[config.mk]
export PLATFORM = sky130hd
export DESIGN_NAME = char_counting_line_streamer
export DESIGN_NICKNAME = d
export VERILOG_FILES = /design/src/hw/rtl/ccls_pkg.sv /design/src/hw/rtl/ccls_ram.sv /design/src/hw/rtl/char_counting_line_streamer.sv
export VERILOG_INCLUDE_DIRS = /design/src /design/src/hw/rtl
export SDC_FILE = /design/constraint.sdc
export NUM_CORES = 2
export LEC_CHECK = 0
export ABC_AREA = 1
export BUFFER_PORTS_ARGS = -buffer_cell sky130_fd_sc_hd__clkbuf_2
export CAP_MARGIN = 0
export CORE_MARGIN = 4
export CORE_UTILIZATION = 51
export DETAILED_ROUTE_END_ITERATION = 16
export GPL_TIMING_DRIVEN = 0
export PLACE_DENSITY = 0.71
export SETUP_SLACK_MARGIN = 0.5
export SLEW_MARGIN = 30
export SYNTH_ARGS = -nofsm -noshare
export SYNTH_HDL_FRONTEND = slang
export SYNTH_SLANG_ARGS = --single-unit
[constraint.sdc]
create_clock -name aclk -period 66.1 [get_ports aclk]
set_input_delay 6.61 -clock aclk [delete_from_list [all_inputs] [get_ports aclk]]
set_output_delay 6.61 -clock aclk [all_outputs]
set_load 0.05 [all_outputs]
[src/hw/rtl/char_counting_line_streamer_assert.svh]
// Assertion macros used by the line streamer RTL.
`ifndef CHAR_COUNTING_LINE_STREAMER_ASSERT_SVH
`define CHAR_COUNTING_LINE_STREAMER_ASSERT_SVH

// Check that cons holds in the same cycle as ante.
`define CCLS_ASSERT_NOW(label, ante, cons, msg) \
    label: assert property (@(posedge aclk) disable iff (!aresetn) \
        (ante) |-> (cons)) else $error(msg);

// Check that cons holds in the cycle after ante.
`define CCLS_ASSERT_NEXT(label, ante, cons, msg) \
    label: assert property (@(posedge aclk) disable iff (!aresetn) \
        (ante) |=> (cons)) else $error(msg);

`endif

[src/hw/rtl/ccls_pkg.sv]
// Types, constants and helpers for the character-counting line streamer.
package ccls_pkg;

    localparam int LINE_W     = 24;
    localparam int BYTES_W    = 10;
    localparam int TOOL_W     = 16;
    localparam int INFLIGHT_W = 11;
    localparam int MAX_RES    = 6;
    localparam int RES_CNT_W  = 3;

    localparam int DEF_INFLIGHT_DEPTH = 64;
    localparam int DEF_MAX_ADHOC      = 255;

    localparam int S_TDATA_W = 56;
    localparam int S_TUSER_W = 4;
    localparam int M_TDATA_W = 80;
    localparam int M_TUSER_W = 3;

    localparam int               CFG_IDX_W     = 1;
    localparam logic [BYTES_W-1:0] RX_BYTES_RESET = 10'd128;

    // Configuration register indexes
    localparam logic [CFG_IDX_W-1:0] CFG_RX_BUFFER_BYTES   = 1'd0;
    localparam logic [CFG_IDX_W-1:0] CFG_CONSERVATIVE_MODE = 1'd1;

    typedef enum logic [2:0] {
        OP_START       = 3'd0,
        OP_NEXT_LINE   = 3'd1,
        OP_REPLY_OK    = 3'd2,
        OP_REPLY_ERROR = 3'd3,
        OP_ADHOC       = 3'd4,
        OP_TOOL_DONE   = 3'd5,
        OP_STOP        = 3'd6
    } op_t;

    typedef enum logic [2:0] {
        KIND_SEND        = 3'd0,
        KIND_NEED_NEXT   = 3'd1,
        KIND_PROGRESS    = 3'd2,
        KIND_TOOL_CHANGE = 3'd3,
        KIND_FINISHED    = 3'd4,
        KIND_ERROR       = 3'd5,
        KIND_CMD_RESULT  = 3'd6
    } kind_t;

    typedef struct packed {
        kind_t              kind;
        logic [LINE_W-1:0]  line_index;
        logic [LINE_W-1:0]  acked_lines;
        logic [BYTES_W-1:0] sent_bytes;
        logic [TOOL_W-1:0]  requested_tool;
        logic               flag;
    } res_t;

    function automatic res_t mk_res(kind_t k, logic [LINE_W-1:0] idx,
                                    logic [LINE_W-1:0] acked,
                                    logic [BYTES_W-1:0] bytes,
                                    logic [TOOL_W-1:0] tool, logic flg);
        res_t r;
        r.kind           = k;
        r.line_index     = idx;
        r.acked_lines    = acked;
        r.sent_bytes     = bytes;
        r.requested_tool = tool;
        r.flag           = flg;
        return r;
    endfunction

endpackage

[src/hw/rtl/ccls_ram.sv]
// Generic single-write, single-read RAM with registered read data.
module ccls_ram #(
    parameter int WIDTH = 10,
    parameter int DEPTH = 64
) (
    input  logic                     aclk,
    input  logic                     wr_en,
    input  logic [$clog2(DEPTH)-1:0] wr_addr,
    input  logic [WIDTH-1:0]         wr_data,
    input  logic [$clog2(DEPTH)-1:0] rd_addr,
    output logic [WIDTH-1:0]         rd_data
);

    logic [WIDTH-1:0] mem [DEPTH];

    // Write port and registered read port
    always_ff @(posedge aclk) begin
        if (wr_en) begin
            mem[wr_addr] <= wr_data;
        end
        rd_data <= mem[rd_addr];
    end

endmodule

[src/hw/rtl/char_counting_line_streamer.sv]
// Top level of the character-counting line streamer.
//
// Sender side of character-counting flow control. Each input transfer is one
// event; its state update is done in the cycle it is accepted and its results
// (zero to six) are loaded into a result buffer that drains one transfer per
// cycle while m_tready is high. Events that give at most one result can follow
// back to back while m_tready stays high; an event giving n results holds
// s_tready low until its last result leaves. The sizes of in-flight lines sit
// in a RAM of INFLIGHT_DEPTH entries with a registered read port; the head
// entry is pre-read (with a bypass for a line written into an empty queue) so
// a reply retires it in the same cycle. No clearing pass is needed after reset.
`include "char_counting_line_streamer_assert.svh"

module char_counting_line_streamer
    import ccls_pkg::*;
#(
    parameter int INFLIGHT_DEPTH = DEF_INFLIGHT_DEPTH,
    parameter int MAX_ADHOC      = DEF_MAX_ADHOC
) (
    input  logic                  aclk,
    input  logic                  aresetn,
    // configuration write port
    input  logic                  cfg_wr_en,
    input  logic [CFG_IDX_W-1:0]  cfg_index,
    input  logic [BYTES_W-1:0]    cfg_wdata,
    // event stream
    input  logic                  s_tvalid,
    output logic                  s_tready,
    input  logic [S_TDATA_W-1:0]  s_tdata,   // line_total, line_bytes, tool_number, pad
    input  logic [S_TUSER_W-1:0]  s_tuser,   // opcode, is_tool_marker
    // result stream
    output logic                  m_tvalid,
    input  logic                  m_tready,
    output logic [M_TDATA_W-1:0]  m_tdata,   // line_index, acked_lines, sent_bytes,
                                             // requested_tool, flag, pad
    output logic [M_TUSER_W-1:0]  m_tuser,   // kind
    output logic                  m_tlast
);

    localparam int ADDR_W  = $clog2(INFLIGHT_DEPTH);
    localparam int CNT_W   = $clog2(INFLIGHT_DEPTH + 1);
    localparam int ADHOC_W = $clog2(MAX_ADHOC + 1);

    // configuration
    logic [BYTES_W-1:0] rx_bytes_reg;
    logic               cons_mode_reg;

    // stream control state
    logic               streaming_reg,  streaming_next;
    logic               parked_reg,     parked_next;
    logic [TOOL_W-1:0]  ptool_reg,      ptool_next;
    logic [LINE_W-1:0]  total_reg,      total_next;
    logic [LINE_W-1:0]  nidx_reg,       nidx_next;
    logic [LINE_W-1:0]  acked_reg,      acked_next;
    logic [INFLIGHT_W-1:0] ibytes_reg,  ibytes_next;
    logic [CNT_W-1:0]   cnt_reg,        cnt_next;
    logic [ADDR_W-1:0]  head_reg,       head_next;
    logic [ADDR_W-1:0]  tail_reg,       tail_next;
    logic               err_reg,        err_next;
    logic [ADHOC_W-1:0] adhoc_reg,      adhoc_next;
    logic               la_valid_reg,   la_valid_next;
    logic [BYTES_W-1:0] la_bytes_reg,   la_bytes_next;
    logic               la_marker_reg,  la_marker_next;
    logic [TOOL_W-1:0]  la_tool_reg,    la_tool_next;

    // head-of-queue bypass
    logic               byp_reg,        byp_next;
    logic [BYTES_W-1:0] byp_data_reg,   byp_data_next;
    logic [BYTES_W-1:0] ram_q;
    logic [BYTES_W-1:0] head_size;

    // result buffer
    res_t               res_buf_reg [MAX_RES];
    logic [RES_CNT_W-1:0] res_cnt_reg;
    res_t               slot [MAX_RES];
    logic [MAX_RES-1:0] slot_v;
    res_t               load [MAX_RES];
    logic [RES_CNT_W-1:0] load_cnt;

    logic               s_acc;
    logic               m_acc;
    op_t                op;
    logic               push;
    logic [BYTES_W-1:0] push_data;
    logic               pump_en;

    assign s_acc     = s_tvalid && s_tready;
    assign m_acc     = m_tvalid && m_tready;
    assign s_tready  = (res_cnt_reg == '0) || ((res_cnt_reg == RES_CNT_W'(1)) && m_tready);
    assign op        = op_t'(s_tuser[2:0]);
    assign head_size = byp_reg ? byp_data_reg : ram_q;

    ccls_ram #(
        .WIDTH (BYTES_W),
        .DEPTH (INFLIGHT_DEPTH)
    ) u_sizes (
        .aclk    (aclk),
        .wr_en   (push),
        .wr_addr (tail_reg),
        .wr_data (push_data),
        .rd_addr (head_next),
        .rd_data (ram_q)
    );

    // Event decode, single-step pump and finish check
    always_comb begin
        logic [INFLIGHT_W-1:0] room_need;
        logic                  err_reply;

        streaming_next = streaming_reg;
        parked_next    = parked_reg;
        ptool_next     = ptool_reg;
        total_next     = total_reg;
        nidx_next      = nidx_reg;
        acked_next     = acked_reg;
        ibytes_next    = ibytes_reg;
        cnt_next       = cnt_reg;
        head_next      = head_reg;
        tail_next      = tail_reg;
        err_next       = err_reg;
        adhoc_next     = adhoc_reg;
        la_valid_next  = la_valid_reg;
        la_bytes_next  = la_bytes_reg;
        la_marker_next = la_marker_reg;
        la_tool_next   = la_tool_reg;
        byp_data_next  = byp_data_reg;
        push           = 1'b0;
        push_data      = la_bytes_reg;
        pump_en        = 1'b0;
        slot_v         = '0;
        room_need      = '0;
        err_reply      = (op == OP_REPLY_ERROR);
        for (int i = 0; i < MAX_RES; i++) begin
            slot[i] = '0;
        end

        if (s_acc) begin
            unique case (op)
                OP_START: begin
                    if (!streaming_reg) begin
                        total_next     = s_tdata[23:0];
                        nidx_next      = '0;
                        acked_next     = '0;
                        cnt_next       = '0;
                        head_next      = '0;
                        tail_next      = '0;
                        ibytes_next    = '0;
                        err_next       = 1'b0;
                        parked_next    = 1'b0;
                        la_valid_next  = 1'b0;
                        streaming_next = (s_tdata[23:0] != '0);
                        slot_v[1]      = 1'b1;
                        slot[1]        = mk_res(KIND_PROGRESS, '0, '0, '0, '0, 1'b0);
                        if (s_tdata[23:0] != '0) begin
                            slot_v[2] = 1'b1;
                            slot[2]   = mk_res(KIND_NEED_NEXT, '0, '0, '0, '0, 1'b0);
                        end
                    end
                end
                OP_NEXT_LINE: begin
                    if (streaming_reg && !la_valid_reg) begin
                        la_valid_next  = 1'b1;
                        la_bytes_next  = s_tdata[33:24];
                        la_marker_next = s_tuser[3];
                        la_tool_next   = s_tdata[49:34];
                    end
                    pump_en = 1'b1;
                end
                OP_REPLY_OK, OP_REPLY_ERROR: begin
                    priority if (adhoc_reg != '0) begin
                        // reply belongs to an ad-hoc command
                        adhoc_next = adhoc_reg - ADHOC_W'(1);
                        if (err_reply) begin
                            slot_v[0] = 1'b1;
                            slot[0]   = mk_res(KIND_ERROR, '0, '0, '0, '0, 1'b0);
                        end
                        pump_en = (adhoc_reg == ADHOC_W'(1));
                    end else if (streaming_reg && cnt_reg != '0) begin
                        // retire the oldest stream line
                        ibytes_next = ibytes_reg - {1'b0, head_size};
                        head_next   = (head_reg == ADDR_W'(INFLIGHT_DEPTH - 1)) ?
                                      '0 : head_reg + ADDR_W'(1);
                        cnt_next    = cnt_reg - CNT_W'(1);
                        acked_next  = acked_reg + LINE_W'(1);
                        if (err_reply) begin
                            err_next  = 1'b1;
                            slot_v[0] = 1'b1;
                            slot[0]   = mk_res(KIND_ERROR, acked_reg, '0, '0, '0, 1'b0);
                        end
                        slot_v[1] = 1'b1;
                        slot[1]   = mk_res(KIND_PROGRESS, '0, acked_next, '0, '0, 1'b0);
                        pump_en   = 1'b1;
                    end else if (err_reply) begin
                        slot_v[0] = 1'b1;
                        slot[0]   = mk_res(KIND_ERROR, '0, '0, '0, '0, 1'b0);
                    end
                end
                OP_ADHOC: begin
                    slot_v[0] = 1'b1;
                    if ((!streaming_reg || parked_reg) &&
                        adhoc_reg < ADHOC_W'(MAX_ADHOC)) begin
                        adhoc_next = adhoc_reg + ADHOC_W'(1);
                        slot[0]    = mk_res(KIND_CMD_RESULT, '0, '0, '0, '0, 1'b1);
                    end else begin
                        slot[0]    = mk_res(KIND_CMD_RESULT, '0, '0, '0, '0, 1'b0);
                    end
                end
                OP_TOOL_DONE: begin
                    if (streaming_reg && parked_reg) begin
                        parked_next = 1'b0;
                        pump_en     = 1'b1;
                    end
                end
                OP_STOP: begin
                    streaming_next = 1'b0;
                    parked_next    = 1'b0;
                    cnt_next       = '0;
                    head_next      = '0;
                    tail_next      = '0;
                    ibytes_next    = '0;
                    adhoc_next     = '0;
                    la_valid_next  = 1'b0;
                    if (streaming_reg) begin
                        slot_v[5] = 1'b1;
                        slot[5]   = mk_res(KIND_FINISHED, '0, '0, '0, '0, 1'b0);
                    end
                end
                default: begin
                end
            endcase
        end

        // Pump: at most one line moves per event since it consumes the lookahead
        room_need = ibytes_next + {1'b0, la_bytes_next};
        if (pump_en && streaming_next && !parked_next && adhoc_next == '0 &&
            nidx_next < total_next && la_valid_next) begin
            if (la_marker_next) begin
                if (cnt_next == '0) begin
                    // park in front of the tool change
                    parked_next   = 1'b1;
                    ptool_next    = la_tool_next;
                    la_valid_next = 1'b0;
                    slot_v[2]     = 1'b1;
                    slot[2]       = mk_res(KIND_PROGRESS, '0, acked_next + LINE_W'(1),
                                           '0, '0, 1'b0);
                    slot_v[3]     = 1'b1;
                    slot[3]       = mk_res(KIND_TOOL_CHANGE, nidx_next, '0, '0,
                                           la_tool_next, 1'b0);
                    acked_next    = acked_next + LINE_W'(1);
                    nidx_next     = nidx_next + LINE_W'(1);
                    if (nidx_next < total_next) begin
                        slot_v[4] = 1'b1;
                        slot[4]   = mk_res(KIND_NEED_NEXT, nidx_next, '0, '0, '0, 1'b0);
                    end
                end
            end else if (!(cons_mode_reg && cnt_next != '0) &&
                         room_need <= {1'b0, rx_bytes_reg} &&
                         cnt_next < CNT_W'(INFLIGHT_DEPTH)) begin
                // send the line and queue its size
                push          = 1'b1;
                push_data     = la_bytes_next;
                if (cnt_next == '0) begin
                    byp_data_next = la_bytes_next;
                end
                tail_next     = (tail_reg == ADDR_W'(INFLIGHT_DEPTH - 1)) ?
                                '0 : tail_reg + ADDR_W'(1);
                cnt_next      = cnt_next + CNT_W'(1);
                ibytes_next   = room_need;
                la_valid_next = 1'b0;
                slot_v[2]     = 1'b1;
                slot[2]       = mk_res(KIND_SEND, nidx_next, '0, la_bytes_next, '0, 1'b0);
                nidx_next     = nidx_next + LINE_W'(1);
                if (nidx_next < total_next) begin
                    slot_v[3] = 1'b1;
                    slot[3]   = mk_res(KIND_NEED_NEXT, nidx_next, '0, '0, '0, 1'b0);
                end
            end
        end

        // End the stream once every line is acknowledged
        if (pump_en && streaming_next && acked_next >= total_next) begin
            streaming_next = 1'b0;
            slot_v[5]      = 1'b1;
            slot[5]        = mk_res(KIND_FINISHED, '0, '0, '0, '0, !err_next);
        end
    end

    // Track whether the head entry was written while the queue was empty
    always_comb begin
        byp_next = byp_reg;
        if (head_next != head_reg) begin
            byp_next = 1'b0;
        end
        if (push && (byp_data_next == push_data) && (tail_reg == head_next) &&
            (cnt_next == CNT_W'(1))) begin
            byp_next = 1'b1;
        end
    end

    // Pack the present results in order
    always_comb begin
        logic [RES_CNT_W-1:0] pos;
        pos = '0;
        for (int i = 0; i < MAX_RES; i++) begin
            load[i] = '0;
        end
        for (int i = 0; i < MAX_RES; i++) begin
            if (slot_v[i]) begin
                load[pos] = slot[i];
                pos       = pos + RES_CNT_W'(1);
            end
        end
        load_cnt = pos;
    end

    // Control registers
    always_ff @(posedge aclk) begin
        if (!aresetn) begin
            rx_bytes_reg  <= RX_BYTES_RESET;
            cons_mode_reg <= 1'b0;
            streaming_reg <= 1'b0;
            parked_reg    <= 1'b0;
            ptool_reg     <= '0;
            total_reg     <= '0;
            nidx_reg      <= '0;
            acked_reg     <= '0;
            ibytes_reg    <= '0;
            cnt_reg       <= '0;
            head_reg      <= '0;
            tail_reg      <= '0;
            err_reg       <= 1'b0;
            adhoc_reg     <= '0;
            la_valid_reg  <= 1'b0;
            byp_reg       <= 1'b0;
            res_cnt_reg   <= '0;
        end else begin
            if (cfg_wr_en) begin
                unique case (cfg_index)
                    CFG_RX_BUFFER_BYTES:   rx_bytes_reg  <= cfg_wdata;
                    CFG_CONSERVATIVE_MODE: cons_mode_reg <= cfg_wdata[0];
                    default: begin
                    end
                endcase
            end
            streaming_reg <= streaming_next;
            parked_reg    <= parked_next;
            ptool_reg     <= ptool_next;
            total_reg     <= total_next;
            nidx_reg      <= nidx_next;
            acked_reg     <= acked_next;
            ibytes_reg    <= ibytes_next;
            cnt_reg       <= cnt_next;
            head_reg      <= head_next;
            tail_reg      <= tail_next;
            err_reg       <= err_next;
            adhoc_reg     <= adhoc_next;
            la_valid_reg  <= la_valid_next;
            byp_reg       <= byp_next;
            priority if (s_acc) begin
                res_cnt_reg <= load_cnt;
            end else if (m_acc) begin
                res_cnt_reg <= res_cnt_reg - RES_CNT_W'(1);
            end
        end
    end

    // Payload registers: lookahead, bypass data and result buffer
    always_ff @(posedge aclk) begin
        la_bytes_reg  <= la_bytes_next;
        la_marker_reg <= la_marker_next;
        la_tool_reg   <= la_tool_next;
        byp_data_reg  <= byp_data_next;
        if (s_acc) begin
            for (int i = 0; i < MAX_RES; i++) begin
                res_buf_reg[i] <= load[i];
            end
        end else if (m_acc) begin
            // advance the buffer by one transfer
            for (int i = 0; i < MAX_RES - 1; i++) begin
                res_buf_reg[i] <= res_buf_reg[i + 1];
            end
        end
    end

    // Result channel
    assign m_tvalid = (res_cnt_reg != '0);
    assign m_tlast  = (res_cnt_reg == RES_CNT_W'(1));
    assign m_tuser  = res_buf_reg[0].kind;
    assign m_tdata  = {5'b0, res_buf_reg[0].flag, res_buf_reg[0].requested_tool,
                       res_buf_reg[0].sent_bytes, res_buf_reg[0].acked_lines,
                       res_buf_reg[0].line_index};

    `CCLS_ASSERT_NOW(a_cnt_bounded, 1'b1, cnt_reg <= CNT_W'(INFLIGHT_DEPTH), "in-flight count above depth")
    `CCLS_ASSERT_NOW(a_empty_no_bytes, cnt_reg == '0, ibytes_reg == '0, "bytes left with empty queue")
    `CCLS_ASSERT_NOW(a_stream_open, streaming_reg, acked_reg < total_reg, "stream running with all lines acked")
    `CCLS_ASSERT_NOW(a_hold_input, res_cnt_reg > RES_CNT_W'(1), !s_tready, "input taken while results pending")
    `CCLS_ASSERT_NEXT(a_stop_halts, s_acc && op == OP_STOP, !streaming_reg && cnt_reg == '0, "stop left stream running")

endmodule
## After elaboration in Yosys (flattened, before gate mapping)

Memory sizes are Yosys's and may differ from the RTL's. A register that Yosys moved wholly into a read port is not among the register bits.
Index checks and enable logic that the tools add are counted.

- Register bits after elaboration: 166
- Bits in writable memories: 1108
- Input bits: 76
- Memories: 2
- Logic and storage cells: 311

- Eq/ne operators: 14
- Mux-type cells: 184
- Bitwise logic cells: 12
- Reductions and logical operators: 46
- Order comparisons: 16
- Add/subtract/negate cells: 17

Memory list:

| memory | words | bits a word | rd ports | clocked after Yosys merged registers in | write ports | line | text |
|---|---|---|---|---|---|---|---|
| u_sizes.mem | 64 | 10 | 1 | 1 | 1 | ccls_ram.sv:14 | `logic [WIDTH-1:0] mem [DEPTH];` |
| res_buf_reg | 6 | 78 | 6 | 0 | 6 | char_counting_line_streamer.sv:73 | `res_t res_buf_reg [MAX_RES];` |

Operators by type and width:

| kind | count |
|---|---|
| bitwise mux 468 bit | 5 |
| two-way mux 468 bit | 5 |
| two-way mux 78 bit | 21 |
| demux 78 bit (select 3 bit) | 5 |
| two-way mux 234 bit | 3 |
| two-way mux 24 bit | 17 |
| two-way mux 156 bit | 2 |
| case mux 78 bit (2 select lines) | 1 |
| two-way mux 155 bit | 1 |
| two-way mux 77 bit | 2 |
| case mux 77 bit (2 select lines) | 1 |
| two-way mux 76 bit | 2 |
| two-way mux 10 bit | 11 |
| two-way mux 11 bit | 7 |
| adder 24 x 1 -> 24 bit, second input constant | 3 |
| two-way mux 6 bit | 11 |
| two-way mux 1 bit | 51 |
| two-way mux 7 bit | 7 |
| < comparator 24 bit | 2 |
| two-way mux 16 bit | 3 |
| case mux 24 bit (2 select lines) | 1 |
| case mux 11 bit (3 select lines) | 1 |
| two-way mux 3 bit | 10 |
| >= comparator 24 bit | 1 |
| 47 further kinds | 116 |

## Depth between registers and ports, before layout

- Word-level depth: 27
- Gate-level depth with buffers: 53
- Gate-level depth less buffers: 50

## Hierarchy

A second synthesis with hierarchy kept.

- Cell total of the unflattened synthesis: 6967
- Area, all modules: 62331.0 um2

Modules (own cells, without submodules):

| module | area each (um2) | sequential area each (um2) | times used | cells each |
|---|---|---|---|---|
| char_counting_line_streamer | 35816.9 | 15334.7 | 1 | 4717 |
| ccls_ram | 26514.2 | 19418.6 | 1 | 2250 |

## Least setup slack after synthesis

No wires, ideal clock.

- Kind: input port to flip-flop
- Start point: in s_tvalid
- End point: reg res_cnt_reg[0]
- Slack: 31138 ps
- Stages on the path: 5
- Arrival time: 34743 ps
- Library setup time: 219 ps
- Buffers on the path: 0
- Data required time: 65881 ps
- Path through: inv_1 > o21ai_0 > inv_1 > a21oi_1 > a21oi_1

- Longest elaborated chain between the ends: 18
- Elaborated cells on any way between the ends: 60

Ends and longest elaborated chain:

| item | line | text |
|---|---|---|
| start: declaration | char_counting_line_streamer.sv:27 | `input logic s_tvalid,` |
| logical AND 1 bit * | char_counting_line_streamer.sv:87 | `assign s_acc = s_tvalid && s_tready;` |
| branches (longest 17 deep; another with adder 11 x 10 -> 11 bit) | -- |  |
| end signal: assignment | char_counting_line_streamer.sv:360 | `res_cnt_reg <= load_cnt;` |
| end signal: assignment | char_counting_line_streamer.sv:362 | `res_cnt_reg <= res_cnt_reg - RES_CNT_W'(1);` |
| end: declaration | char_counting_line_streamer.sv:74 | `logic [RES_CNT_W-1:0] res_cnt_reg;` |

Mark *: on every way between the ends.
A chain may end at the register's enable or synchronous reset.

==> flow_summary.toml <==
[clock_tree]
ctsHoldBuffers = 0
numCtsBuffers = 133
cts_sinks = 1216
cts_tree = "built"
path_clk_slew_ns = 0.06
clkLatencyLatePin_ns = 0.80
clk_path_buf_depth = 3
ctsResizeCount = 0
root_buffer = "clkbuf_16"
post-cts-setup-buffers = 0
cts_htree_levels = 4

[timing]
tns_ns = 0
slew_headroom_pct = 22.2
tightest_slew_ns = 1.14
final-max-slew-violation-count = 0
fmax_mhz = 58.4
rsz0062_at_grt = "no"
finalSetupViolCount = 0
finClkSkew_ns = 0.0490
finalWorstPathRequiredPeriod_ns = 17.13
hold_viol = 0
post-route-period-util_pct = 25.9

[logic_synthesis]
syn_avg_cell_area_um2 = 9.15
synth_ff_type = "edfxtp_1"
synth_area_um2 = 62100
yosys_warnings = 0
synthArstFlopShare_pct = 0
synth.distinct_cells = 69
synthCells = 6791
ys_seq_area_share_pct = 55.9
synth_edf_count = 1040
synth-seq-cells = 1216

[route]
wl_um = 244000
viasPerCell = 6.10
ant_nets = 0
dr.pass1.iters = 6
top_layer_used = "met5"
drc = 0
wl_per_cell_um = 27.5
vias = 54081
drtIter0Drc = 7141
wl_met2_um = 111000
met1_length_um = 91000
wl_met3_um = 23200

[min_path]
min_path_cells = 2
min_from = "rx_bytes_reg[6]"
hold_path_end = "rx_bytes_reg[6]"
hold_path_class = "flop to flop"

[floorplan]
die_area_um2 = 127000
core_um2 = 120000
io-pin-count = 162
fp.dieW_um = 357
initial_core_util_pct = 51.6
die_y_um = 357
num_rows = 127

[pwr]
peakVddDrop_v = 0.0000479
power.density_nw_per_um2 = 33.6
power_leakage_uw = 0.0269
total_power_uw = 2380

[global_route]
grt_use_total_pct = 37.6
antenna_found_initial = 7
grt.overflow.total = 0
grt_first_pass_wirelength_um = 348000
first_global_vias = 51292
grt_max_degree = 37

[critical_path]
path_max_fanout = 10
worstPathArrival_ns = 17.63
crit_slowest_cell = "mux2i_1"
r2r_cells = 42
cpLargestDelayFamily = "simple AND/OR/NAND/NOR gates"
reg2reg_slack_ns = 54.39
worst-path-buf-inv = 11
r2r-end = "res_buf_reg[0][57]"
criticalPathCategory = "input pin to flop"
reg2reg_from = "res_cnt_reg[0]"
setup.worst_path.end_class = "flop"
startpoint_type = "input pin"
slowest_delay_ns = 0.72
crit_required_ns = 66.60
crit_cells = 42
path_common_cell = "nand2_1"

[status]
status = "finished, final reports clean"

[cells_and_area]
largest_reg_flops = 640
final_nets = 7338
drive_gt1_share_pct = 10.0
synthToLayoutAreaGrowth_pct = 14.0

[placed_design]
dpl.hpwl_um = 186000
gp_congestion = 1.06
port_buffers = 149

[flow_run]
cap_violations = 0
==> synth_stat cells (9+ instances only) <==
cell / instances / share of area (%)
nor2_4: 9 / 0.16
nor3_1: 89 / 0.72
mux2i_1: 48 / 0.77
xor2_1: 42 / 0.59
o21bai_1: 44 / 0.53
nand3_2: 10 / 0.16
dfxtp_1: 176 / 5.7
buf_1: 24 / 0.14
a21oi_1: 170 / 1.4
o31ai_1: 10 / 0.12
o21ai_1: 54 / 0.43
nor2_1: 864 / 5.2
nand4_1: 144 / 1.4
ha_1: 126 / 2.5
nand2_2: 21 / 0.21
o211ai_1: 94 / 1.1
buf_4: 89 / 1.1
clkinv_1: 10 / 0.060
clkbuf_1: 293 / 1.8
nand2_4: 10 / 0.18
inv_1: 469 / 2.8
edfxtp_1: 1040 / 50
inv_2: 27 / 0.16
o21a_1: 25 / 0.30
or2_2: 12 / 0.12
nor2_2: 21 / 0.21
buf_2: 56 / 0.45
o22ai_1: 164 / 1.7
xnor2_1: 13 / 0.18
nand2_1: 1387 / 8.4
o221ai_1: 84 / 1.2
o21ai_0: 777 / 6.3
nand3_1: 303 / 2.4
==> worst min-delay path, delay by kind of cell, from the launching register on <==
kind                   cells  cell delay [ns]
AO/OA/AOI/OAI              1             0.06
buffers and inverters      1             0.06
flip-flops                 1             0.29
==> per-stage QoR <==
stage               util [%]  std cells  instance area [um^2]  worst slack (ns)  hold WS [ns]
global route            58.8       8856                 70800             48.93         0.499
detailed placement      55.1       8610                 66400             48.72         0.460
finish                  58.8       8860                 70800             48.97         0.473
floorplan                  -       6795                 62200             31.14         0.435
CTS                     58.7       8855                 70700             49.55         0.468
global placement        53.9       8556                 64900             18.67         0.456
==> layer usage <==
layer | up-vias | global-route usage, %
met5 | - | 0
met2 | 3179 | 60.1
li1 | 24318 | -
met4 | 6 | 24.2
met1 | 25855 | 47.2
met3 | 723 | 6.84
==> power breakdown <==
| part | internal [uW] | switching [uW] |
|---|---|---|
| registers | 1020 | 35.5 |
| clock network | 417 | 328 |
| logic | 165 | 415 |
==> placed cells by master (no fill, tap or decap), drive strengths merged, types with 5 or more instances in the layout <==
cell type	n
o21bai	44
a21oi	174
a22oi	6
clkbuf	620
nor3	89
o221ai	84
nor4	6
bufinv	7
edfxtp	1040
clkinv	52
o22ai	164
nand4	147
o211ai	94
conb	5
o21ai	832
nand2	1418
a31oi	8
a211oi	6
inv	506
clkinvlp	10
xor2	42
buf	226
mux2i	48
diode	5
nor2	895
or2	12
xnor2	13
o31ai	10
and2	6
o21a	25
dfxtp	176
ha	126
nand3	315
==> cell type report <==
class	count	area [um^2]
multi-input combinational	4606	23500
timing repair buffer	203	2040
antenna	5	12.5
buffer	465	2190
sequential	1216	34800
clock inverter	67	751
fill	10609	49600
tap	1612	2020
inverter	508	1910
clock buffer	178	3600
==> logic make-up (layout without fill, tap and decap cells) <==
logic type	count (synthesis)	in the layout	synth area share, %
AOI/OAI and AO/OA	1470	1470	13.6
other	1	10	0.00603
xor gates and xnor gates	55	55	0.775
adders and majority gates	129	129	2.63
and+or+nand+nor	2898	2898	19.7
DFF	1216	1216	55.9
buffers and inverters	973	1421	6.58
muxes	49	49	0.791
==> worst max path at each step <==
stage                           from                  end  slack (ns)
after floorplan             s_tvalid       res_cnt_reg[0]       31.14
after global placement      s_tvalid       res_cnt_reg[0]       18.67
after detailed placement  s_tuser[0]  res_buf_reg[0][230]       48.72
after CTS                 s_tuser[0]  res_buf_reg[0][230]       49.55
after global routing      s_tuser[0]   res_buf_reg[0][57]       48.93
final                     s_tuser[0]   res_buf_reg[0][57]       48.97
No activity file was read; power rests on OpenSTA's default activity.
